==> src/rtl/core/nearest_timestamp_lookup_unit_assert.svh <==
`ifndef NEAREST_TIMESTAMP_LOOKUP_UNIT_ASSERT_SVH
`define NEAREST_TIMESTAMP_LOOKUP_UNIT_ASSERT_SVH

// condition that holds at every clock edge out of reset
`define NTL_ASSERT_ALWAYS(lbl, cond, msg) \
	lbl: assert property (@(posedge clk) disable iff (!arst_n) (cond)) else $error(msg);

// implication checked at every clock edge out of reset
`define NTL_ASSERT_IMPL(lbl, ante, cons, msg) \
	lbl: assert property (@(posedge clk) disable iff (!arst_n) (ante) |-> (cons)) \
		else $error(msg);

// implication whose consequent is checked in the cycle after the antecedent
`define NTL_ASSERT_NEXT(lbl, ante, cons, msg) \
	lbl: assert property (@(posedge clk) disable iff (!arst_n) (ante) |=> (cons)) \
		else $error(msg);

`endif

==> src/rtl/core/ntl_pkg.sv <==
package ntl_pkg;

	localparam int TS_W            = 64;
	localparam int INDEX_W         = 10;
	localparam int STATUS_W        = 2;
	localparam int FUNC_W          = 2;
	localparam int OUT_TDATA_W     = 80;
	localparam int DEF_TABLE_DEPTH = 1024;

	localparam logic [FUNC_W-1:0] FUNC_CLEAR  = 2'd0;
	localparam logic [FUNC_W-1:0] FUNC_APPEND = 2'd1;
	localparam logic [FUNC_W-1:0] FUNC_QUERY  = 2'd2;

	localparam logic [STATUS_W-1:0] STAT_OK    = 2'd0;
	localparam logic [STATUS_W-1:0] STAT_EMPTY = 2'd1;
	localparam logic [STATUS_W-1:0] STAT_FULL  = 2'd2;
	localparam logic [STATUS_W-1:0] STAT_ORDER = 2'd3;

	typedef struct packed {
		logic [STATUS_W-1:0] status;
		logic [INDEX_W-1:0]  index;
		logic [TS_W-1:0]     stamp;
	} result_t;

endpackage

==> src/rtl/core/ntl_engine.sv <==
`include "nearest_timestamp_lookup_unit_assert.svh"

module ntl_engine
	import ntl_pkg::*;
#(
	parameter int DEPTH = DEF_TABLE_DEPTH,
	parameter int AW    = $clog2(DEPTH),
	parameter int CW    = $clog2(DEPTH + 1)
) (
	input  logic              clk,
	input  logic              arst_n,
	input  logic              in_valid,
	output logic              in_ready,
	input  logic [FUNC_W-1:0] in_func,
	input  logic [TS_W-1:0]   in_ts,
	output logic              res_valid,
	input  logic              res_ready,
	output result_t           res,
	output logic              mem_we,
	output logic [AW-1:0]     mem_waddr,
	output logic [TS_W-1:0]   mem_wdata,
	output logic              mem_re,
	output logic [AW-1:0]     mem_raddr,
	input  logic [TS_W-1:0]   mem_rdata
);

	typedef enum logic [3:0] {
		ST_IDLE,
		ST_APP_RD,
		ST_SEARCH,
		ST_PROBE,
		ST_NEAR_A,
		ST_NEAR_B,
		ST_CMP,
		ST_PICK,
		ST_DONE
	} state_t;

	localparam logic [CW-1:0] DEPTH_C = CW'(DEPTH);

	state_t          state_q;
	logic [CW-1:0]   count_q;
	logic [CW-1:0]   lo_q;
	logic [CW-1:0]   hi_q;
	logic [AW-1:0]   pick_q;
	logic [TS_W-1:0] ts_q;
	logic [TS_W-1:0] after_q;
	logic [TS_W:0]   d_after_q;
	logic [TS_W:0]   d_before_q;
	result_t         res_q;

	logic            in_xfer;
	logic [CW-1:0]   mid;
	logic [CW-1:0]   last;
	logic            app_first;
	logic            app_in_order;
	logic            rd_below;

	assign in_xfer      = in_valid && in_ready;
	assign in_ready     = (state_q == ST_IDLE);
	assign res_valid    = (state_q == ST_DONE);
	assign res          = res_q;
	assign mid          = lo_q + ((hi_q - lo_q) >> 1);
	assign last         = count_q - CW'(1);
	assign app_first    = (count_q == '0);
	assign rd_below     = ($signed(mem_rdata) < $signed(ts_q));
	assign app_in_order = !($signed(ts_q) < $signed(mem_rdata));

	always_comb begin
		mem_we    = 1'b0;
		mem_waddr = count_q[AW-1:0];
		mem_wdata = ts_q;
		mem_re    = 1'b0;
		mem_raddr = last[AW-1:0];
		unique case (state_q)
			ST_IDLE: begin
				mem_wdata = in_ts;
				if (in_valid && in_func == FUNC_APPEND) begin
					mem_we = app_first;
					mem_re = !app_first && (count_q != DEPTH_C);
				end
			end
			ST_APP_RD: begin
				mem_we = app_in_order;
			end
			ST_SEARCH: begin
				mem_re = 1'b1;
				if (lo_q < hi_q) begin
					mem_raddr = mid[AW-1:0];
				end else if (lo_q < count_q) begin
					mem_raddr = lo_q[AW-1:0];
				end
			end
			ST_NEAR_A: begin
				mem_re    = 1'b1;
				mem_raddr = pick_q - AW'(1);
			end
			default: begin
			end
		endcase
	end

	always_ff @(posedge clk or negedge arst_n) begin
		if (!arst_n) begin
			state_q    <= ST_IDLE;
			count_q    <= '0;
			lo_q       <= '0;
			hi_q       <= '0;
			pick_q     <= '0;
			ts_q       <= '0;
			after_q    <= '0;
			d_after_q  <= '0;
			d_before_q <= '0;
			res_q      <= '0;
		end else begin
			unique case (state_q)
				ST_IDLE: begin
					if (in_xfer) begin
						ts_q    <= in_ts;
						res_q   <= '{status: STAT_OK, index: '0, stamp: '0};
						state_q <= ST_DONE;
						priority if (in_func == FUNC_CLEAR) begin
							count_q <= '0;
						end else if (in_func == FUNC_APPEND) begin
							if (count_q == DEPTH_C) begin
								res_q.status <= STAT_FULL;
							end else if (app_first) begin
								res_q.stamp <= in_ts;
								count_q     <= CW'(1);
							end else begin
								state_q <= ST_APP_RD;
							end
						end else if (in_func == FUNC_QUERY) begin
							if (app_first) begin
								res_q.status <= STAT_EMPTY;
							end else begin
								lo_q    <= '0;
								hi_q    <= count_q;
								state_q <= ST_SEARCH;
							end
						end else begin
						end
					end
				end
				ST_APP_RD: begin
					if (app_in_order) begin
						res_q.index <= INDEX_W'(count_q);
						res_q.stamp <= ts_q;
						count_q     <= count_q + CW'(1);
					end else begin
						res_q.status <= STAT_ORDER;
					end
					state_q <= ST_DONE;
				end
				ST_SEARCH: begin
					priority if (lo_q < hi_q) begin
						state_q <= ST_PROBE;
					end else if (lo_q >= count_q) begin
						pick_q  <= last[AW-1:0];
						state_q <= ST_PICK;
					end else if (lo_q == '0) begin
						pick_q  <= '0;
						state_q <= ST_PICK;
					end else begin
						pick_q  <= lo_q[AW-1:0];
						state_q <= ST_NEAR_A;
					end
				end
				ST_PROBE: begin
					if (rd_below) begin
						lo_q <= mid + CW'(1);
					end else begin
						hi_q <= mid;
					end
					state_q <= ST_SEARCH;
				end
				ST_NEAR_A: begin
					after_q <= mem_rdata;
					state_q <= ST_NEAR_B;
				end
				ST_NEAR_B: begin
					d_after_q  <= {after_q[TS_W-1], after_q} - {ts_q[TS_W-1], ts_q};
					d_before_q <= {ts_q[TS_W-1], ts_q} - {mem_rdata[TS_W-1], mem_rdata};
					after_q    <= mem_rdata;
					state_q    <= ST_CMP;
				end
				ST_CMP: begin
					if (d_after_q < d_before_q) begin
						res_q.index <= INDEX_W'(pick_q);
						res_q.stamp <= ts_q + d_after_q[TS_W-1:0];
					end else begin
						res_q.index <= INDEX_W'(pick_q - AW'(1));
						res_q.stamp <= after_q;
					end
					state_q <= ST_DONE;
				end
				ST_PICK: begin
					res_q.index <= INDEX_W'(pick_q);
					res_q.stamp <= mem_rdata;
					state_q     <= ST_DONE;
				end
				ST_DONE: begin
					if (res_ready) begin
						state_q <= ST_IDLE;
					end
				end
				default: begin
					state_q <= ST_IDLE;
				end
			endcase
		end
	end

	`NTL_ASSERT_ALWAYS(a_count_bound, count_q <= DEPTH_C, "entry count above table depth")
	`NTL_ASSERT_IMPL(a_probe_range, state_q == ST_PROBE, lo_q < hi_q && hi_q <= count_q,
		"probe outside search window")
	`NTL_ASSERT_IMPL(a_write_room, mem_we, count_q < DEPTH_C, "write into full table")
	`NTL_ASSERT_NEXT(a_one_item, in_xfer, !in_ready, "second item taken while busy")

endmodule
==> config.mk <==
export PLATFORM = sky130hd
export DESIGN_NAME = ntl_engine
export DESIGN_NICKNAME = d
export VERILOG_FILES = /design/src/rtl/core/ntl_pkg.sv /design/src/rtl/core/ntl_engine.sv
export VERILOG_INCLUDE_DIRS = /design/src /design/src/rtl/core
export SDC_FILE = /design/constraint.sdc
export NUM_CORES = 2
export LEC_CHECK = 0
export ABC_AREA = 1
export BUFFER_PORTS_ARGS = -buffer_cell sky130_fd_sc_hd__buf_2
export CAP_MARGIN = 40
export CELL_PAD_IN_SITES_DETAIL_PLACEMENT = 1
export CELL_PAD_IN_SITES_GLOBAL_PLACEMENT = 2
export CORE_MARGIN = 2
export CORE_UTILIZATION = 33
export DETAILED_ROUTE_END_ITERATION = 6
export MAX_ROUTING_LAYER = met4
export PLACE_DENSITY_LB_ADDON = 0.1
export RECOVER_POWER = 50
export SLEW_MARGIN = 10
export SYNTH_ARGS = -nofsm -noshare
export SYNTH_HDL_FRONTEND = slang
export SYNTH_SLANG_ARGS = --single-unit
==> constraint.sdc <==
create_clock -name clk -period 4.2 [get_ports clk]
set_input_delay 0.84 -clock clk [delete_from_list [all_inputs] [get_ports clk]]
set_output_delay 0.84 -clock clk [all_outputs]
set_load 0.05 [all_outputs]
# == Yosys cells after proc, flatten, opt, wreduce, memory -nomap -nowiden ==
# Index checks and enable logic that the tools add are counted.
# totals
input_bits,134
out_inout_bits,164
regBits,381
# classes
bitwise,1
mux,58
n_eq_ne,25
order_cmp,6
reduce_logical,23
add_sub_neg,9
# ops
cell,n
$mux W64,5
$pmux W74 S4,1
$mux W11,18
$mux W74,2
$sub A64 B64 Y65,2
$lt A64 B64 Y1,2
$mux W76,1
$pmux W11 S2,3
$lt A65 B65 Y1,1
$add A64 B64 Y64,1
$mux W10,4
$mux W4,8
$pmux W4 S7,1
$add A11 B1 Y11 const B,2
$logic_not A11 Y1,2
$lt A11 B11 Y1,2
$pmux W10 S2,1
$sub A10 B1 Y10 const B,2
$eq A4 B3 Y1 const B,4
$ne A2 B2 Y1 const B,7
$reduce_and A7 Y1,2
$mux W2,6
$add A11 B10 Y11,1
$eq A11 B11 Y1 const B,1
other kinds (27),43

# == Depth between registers and ports, before layout ==
# depth
word_depth,7
depth_mapped,25
depth_no_buf,25

# == Worst setup path before layout ==
# No wires, ideal clock.
# synth_timing
path_type,register to output
from,register hi_q[0]
to,output port mem_raddr[8]
n_path_buf,0
arrival_time_ps,3190
path_slack_ps,170
stages_incl_launch_ff,20
required_ps,3360
cell_sequence,dfrtp_1 > inv_1 > ha_1 > inv_1 > fa_1 > nand3_1 > nand2_1 > a21boi_0 > o211ai_1 > xor2_1 > ha_1 > inv_1 > o21ai_0 > a21oi_1 > nand2_1 > nand2_1 > nand2_1 > inv_1 > a21oi_1 > o21ai_0
# synth_between
elab_chain_cells,4
elab_cells_between_ends,5
cone_classes,add/sub (2); order compare (1); mux (2)
# synth_rtl
item,line_no,source
from (decl),ntl_engine.sv:44,logic [CW-1:0] hi_q;
from (signal assigned),ntl_engine.sv:138,hi_q <= count_q;
from (signal assigned),ntl_engine.sv:173,hi_q <= mid;
$sub A11 B11 Y11,ntl_engine.sv:63,assign mid = lo_q + ((hi_q - lo_q) >> 1);
$add A11 B10 Y11,ntl_engine.sv:63,
$mux W10 (*),ntl_engine.sv:88,if (lo_q < hi_q) begin
$pmux W10 S2 (*),ntl_engine.sv:75,unique case (state_q)
to (decl),ntl_engine.sv:23,"output logic [AW-1:0] mem_raddr,"
# Every way passes the cells marked *; elsewhere a longest branch is shown, timed or not.

# == Worst setup path after layout ==
# layout_timing
from,register hi_q[0]
to,output port mem_raddr[9]
# The elaborated chain is that of the path after synthesis.

==> metrics.txt <==
# TYPE chip_impl_metric gauge
chip_impl_info{name="violated_checks",value="capacitance limit, slew limit, setup timing"} 1
chip_impl_metric{name="setup_slack",unit="ns"} -0.5487
chip_impl_info{name="setup.worst_path.end_class",value="output pin"} 1
chip_impl_metric{name="fin_nets",unit=""} 7269
chip_impl_metric{name="die_height",unit="um"} 343.9
chip_impl_info{name="rr_startpoint",value="hi_q[0]"} 1
chip_impl_metric{name="tightest_slew",unit="ns"} 4.273
chip_impl_metric{name="cap_violations",unit=""} 5
chip_impl_metric{name="number_of_flops_mapped_to_enable_cells_by_yosys",unit=""} 0
chip_impl_metric{name="timing.slew.headroom",unit="%"} -184.8
chip_impl_info{name="launching_element_of_the_worst_setup_path",value="hi_q[0]"} 1
chip_impl_metric{name="gr-total-overflow",unit=""} 0
chip_impl_metric{name="first_pass_iters",unit=""} 5
chip_impl_metric{name="synth.yosys.warnings",unit=""} 0
chip_impl_info{name="synth_top_cells_by_area",value="sky130_fd_sc_hd__dfrtp_1, sky130_fd_sc_hd__nand2_1, sky130_fd_sc_hd__inv_1"} 1
chip_impl_info{name="post-synth-top-area-cell",value="sky130_fd_sc_hd__dfrtp_1"} 1
chip_impl_metric{name="clock-skew-final",unit="ns"} 0.02337
chip_impl_metric{name="postSynthNetCount",unit=""} 6783
chip_impl_metric{name="clock_sink_count",unit=""} 381
chip_impl_metric{name="io_buffers",unit=""} 297
chip_impl_metric{name="setup-violations-final",unit=""} 67
chip_impl_metric{name="cts_htree_levels",unit=""} 2
chip_impl_metric{name="drt-wirelength-per-cell",unit="um"} 26.15
chip_impl_metric{name="netlist_cell_types",unit=""} 48
chip_impl_metric{name="clk_latency",unit="ns"} 0.66
chip_impl_metric{name="grt_max_degree",unit=""} 111
chip_impl_metric{name="critPathRequiredTime",unit="ns"} 3.36
chip_impl_info{name="rr_endpoint",value="lo_q[10]"} 1
chip_impl_metric{name="detail_route.vias_per_cell",unit=""} 5.353
chip_impl_info{name="synthTopCellsByCount",value="sky130_fd_sc_hd__nand2_1, sky130_fd_sc_hd__inv_1, sky130_fd_sc_hd__nor2_1"} 1
chip_impl_info{name="post-synth-top-count-cell",value="sky130_fd_sc_hd__nand2_1"} 1
chip_impl_metric{name="synth_top_area_share",unit="%"} 25.01
chip_impl_metric{name="max_root_sink_buffers",unit=""} 3
chip_impl_metric{name="irDropWorstVdd",unit="V"} 0.0005487
chip_impl_metric{name="syn-cell-area",unit="um^2"} 38120
chip_impl_metric{name="worst-r2r-setup-slack",unit="ns"} 0.26
chip_impl_info{name="min-delay-start",value="mem_rdata[42]"} 1
chip_impl_metric{name="power.leakage",unit="nW"} 24.53
chip_impl_metric{name="cell_count_of_the_worst_reg_to_reg_path",unit=""} 25
chip_impl_info{name="crit_type",value="register to output pin"} 1
chip_impl_metric{name="antenna_found_initial",unit=""} 6
chip_impl_metric{name="die-width",unit="um"} 343.9
chip_impl_metric{name="crit_path_max_fanout",unit=""} 3
chip_impl_metric{name="gp_congestion",unit=""} 1.051
chip_impl_info{name="worstSetupStartpointType",value="register"} 1
chip_impl_info{name="hold_path.class",value="primary input to register"} 1
chip_impl_metric{name="yosysSeqAreaShare",unit="%"} 25.01
chip_impl_metric{name="share_of_synthesized_registers_carrying_an_async_set_or_reset",unit="%"} 100.0
chip_impl_metric{name="number_of_cells_on_the_worst_hold_path",unit=""} 3
chip_impl_metric{name="drtIter0Drc",unit=""} 3835
chip_impl_metric{name="start_util",unit="%"} 33.29
chip_impl_metric{name="area_of_placed_instances",unit="um^2"} 43080
chip_impl_info{name="clock-root-buffer",value="sky130_fd_sc_hd__clkbuf_16"} 1
chip_impl_metric{name="fp.coreArea",unit="um^2"} 114500
chip_impl_metric{name="syn_to_final_growth",unit="%"} 19.41
chip_impl_metric{name="drt_drc_violations_left",unit=""} 0
chip_impl_metric{name="grt_pass1_wl",unit="um"} 313100
chip_impl_metric{name="fp-row-count",unit=""} 124
chip_impl_metric{name="finished_layout_cell_area",unit="um^2"} 45520
chip_impl_info{name="grt_setup_unrepaired",value="yes"} 1
chip_impl_metric{name="number_of_top_level_pins",unit=""} 298
chip_impl_metric{name="post-dp-hpwl",unit="um"} 187200
chip_impl_metric{name="holdWs",unit="ns"} 0.4135
chip_impl_info{name="yosys_most_used_dff",value="sky130_fd_sc_hd__dfrtp_1"} 1
chip_impl_metric{name="layout-drive-gt1-share",unit="%"} 12.26
chip_impl_metric{name="maxSlewViolCount",unit=""} 300
chip_impl_metric{name="syn_inst",unit=""} 6352
chip_impl_metric{name="number_of_synthesized_register_bits",unit=""} 381
chip_impl_metric{name="min_period_over_period",unit="%"} 113.1
chip_impl_metric{name="timing_hold_violations_final",unit=""} 0
chip_impl_metric{name="post-route-min-period",unit="ns"} 4.749
chip_impl_metric{name="wirelength",unit="um"} 219600
chip_impl_metric{name="layout.cells.non_filler",unit=""} 8397
chip_impl_metric{name="die_area",unit="um^2"} 118200
chip_impl_metric{name="num_cts_buffers",unit=""} 52
chip_impl_metric{name="maxClockFrequency",unit="MHz"} 210.6
chip_impl_metric{name="numPlacedInstances",unit=""} 8266
chip_impl_metric{name="gr-usage-all-layers",unit="%"} 37.74
chip_impl_metric{name="vias_in_the_first_global_route",unit=""} 44660
chip_impl_info{name="cts_tree",value="built"} 1
chip_impl_info{name="status",value="finished, violations left"} 1
chip_impl_metric{name="p_per_area",unit="nW/um^2"} 1051
chip_impl_metric{name="clkSlewWorstSetupHoldPaths",unit="ns"} 0.07
chip_impl_metric{name="ant_nets",unit=""} 0
chip_impl_metric{name="routed-via-count",unit=""} 44950
chip_impl_metric{name="syn_area_per_cell",unit="um^2"} 6.001
chip_impl_metric{name="critical_path_arrival",unit="ns"} 3.91
chip_impl_info{name="worst_hold_endpoint",value="after_q[42]"} 1
-- power breakdown --
group          leakage [nW]  internal [mW]  switching, mW  total, mW
clock                 0.832           2.69           1.96       4.65
sequential             4.50           5.16           1.55       6.71
combinational          19.2           10.1           26.4       36.5
-- how the worst max path moves through the flow --
stage,slack (ns),to,cells after the start
floorplan,0.17,mem_raddr[8],19
global placement,0.03,mem_raddr[8],22
detailed placement,-0.07,mem_raddr[9],20
CTS,-0.49,mem_raddr[9],20
global route,-0.87,mem_raddr[9],19
finish,-0.55,mem_raddr[9],19
-- layout make-up --
type	count	area (um^2)
sequential	381	9539
multi-input combinational	4709	24230
antenna	9	22.52
timing repair buffer	599	4014
fill	15460	68980
tap	1512	1892
clock buffer	74	1525
clock inverter	18	177.7
inverter	1095	4114
-- repair_timing --
item                                   CTS  global route
resized for setup                       70            70
setup endpoints to repair               11            11
endpoints found under the hold margin    0             0
hold buffers                             0             0
setup buffers                           11            20
pin swaps                               17            35
-- per-layer routing --
layer	share of wire [%]	GRT usage, %
met5	0	-
met3	8.0	8.549
met2	42	54.68
met4	4.5	14.03
met1	46	50.98
-- stage by stage --
step	TNS [ns]	total power, mW	worst slack, ns	utilization, %
global placement	0	41.50	0.02568	37.60
floorplan	0	27.10	0.1697	-
finish	-6.929	47.86	-0.5487	39.75
CTS	-1.710	46.87	-0.4942	39.37
detailed placement	-0.06940	41.80	-0.06940	37.62
global route	-116.43	50.74	-0.8667	39.74
-- cells in the final DEF (no fill, tap or decap), types with 30 or more instances in the layout --
cell type / count
sky130_fd_sc_hd__nand2_1: 2080
sky130_fd_sc_hd__inv_1: 1059
sky130_fd_sc_hd__nor2_1: 538
sky130_fd_sc_hd__o21ai_0: 413
sky130_fd_sc_hd__nand3_1: 387
sky130_fd_sc_hd__dfrtp_1: 377
sky130_fd_sc_hd__a21oi_1: 353
sky130_fd_sc_hd__buf_2: 286
sky130_fd_sc_hd__buf_4: 278
sky130_fd_sc_hd__ha_1: 277
sky130_fd_sc_hd__o22ai_1: 75
sky130_fd_sc_hd__nand4_1: 73
sky130_fd_sc_hd__xnor2_1: 70
sky130_fd_sc_hd__o21bai_1: 53
sky130_fd_sc_hd__clkbuf_16: 53
sky130_fd_sc_hd__xor2_1: 49
sky130_fd_sc_hd__nor3_1: 48
sky130_fd_sc_hd__inv_2: 30
-- state kept, by name, indices dropped and copies added, names as in the netlist, 10 cells and up --
name / cells
after_q: 64
count_q: 11
d_after_q: 65
d_before_q: 65
hi_q: 11
lo_q: 11
pick_q: 10
res: 76
ts_q: 64
-- kinds of logic (layout without fill, tap and decap cells) --
kind of cell             count (synthesis)  in the layout  share of synthesized area [%]
flip-flops                             381            381                          25.01
XOR/XNOR                               123            123                          2.826
AO/OA/AOI/OAI                         1029           1029                          14.61
other                                    0              9                              0
AND/OR/NAND/NOR                       3260           3260                          34.92
buffers and inverters                 1262           1786                          12.78
adder cells (fa/ha/maj)                297            297                          9.848
-- worst max-delay path, stage by stage, from the launching register on --
cell                       delay [ns]
sky130_fd_sc_hd__dfrtp_1         0.38
sky130_fd_sc_hd__inv_1           0.07
sky130_fd_sc_hd__ha_2            0.18
sky130_fd_sc_hd__inv_2           0.05
sky130_fd_sc_hd__fa_2            0.40
sky130_fd_sc_hd__nand3_2         0.07
sky130_fd_sc_hd__nand2_2         0.07
sky130_fd_sc_hd__a21boi_2        0.16
sky130_fd_sc_hd__o211ai_1        0.16
sky130_fd_sc_hd__xor2_1          0.19
sky130_fd_sc_hd__ha_1            0.33
sky130_fd_sc_hd__inv_2           0.07
sky130_fd_sc_hd__nor3_4          0.19
sky130_fd_sc_hd__nand3_1         0.11
sky130_fd_sc_hd__nand4_1         0.12
sky130_fd_sc_hd__xor2_1          0.21
sky130_fd_sc_hd__inv_1           0.10
sky130_fd_sc_hd__a21oi_2         0.14
sky130_fd_sc_hd__nand2_1         0.09
sky130_fd_sc_hd__buf_6           0.18
No activity file was read; power rests on OpenSTA's default activity.
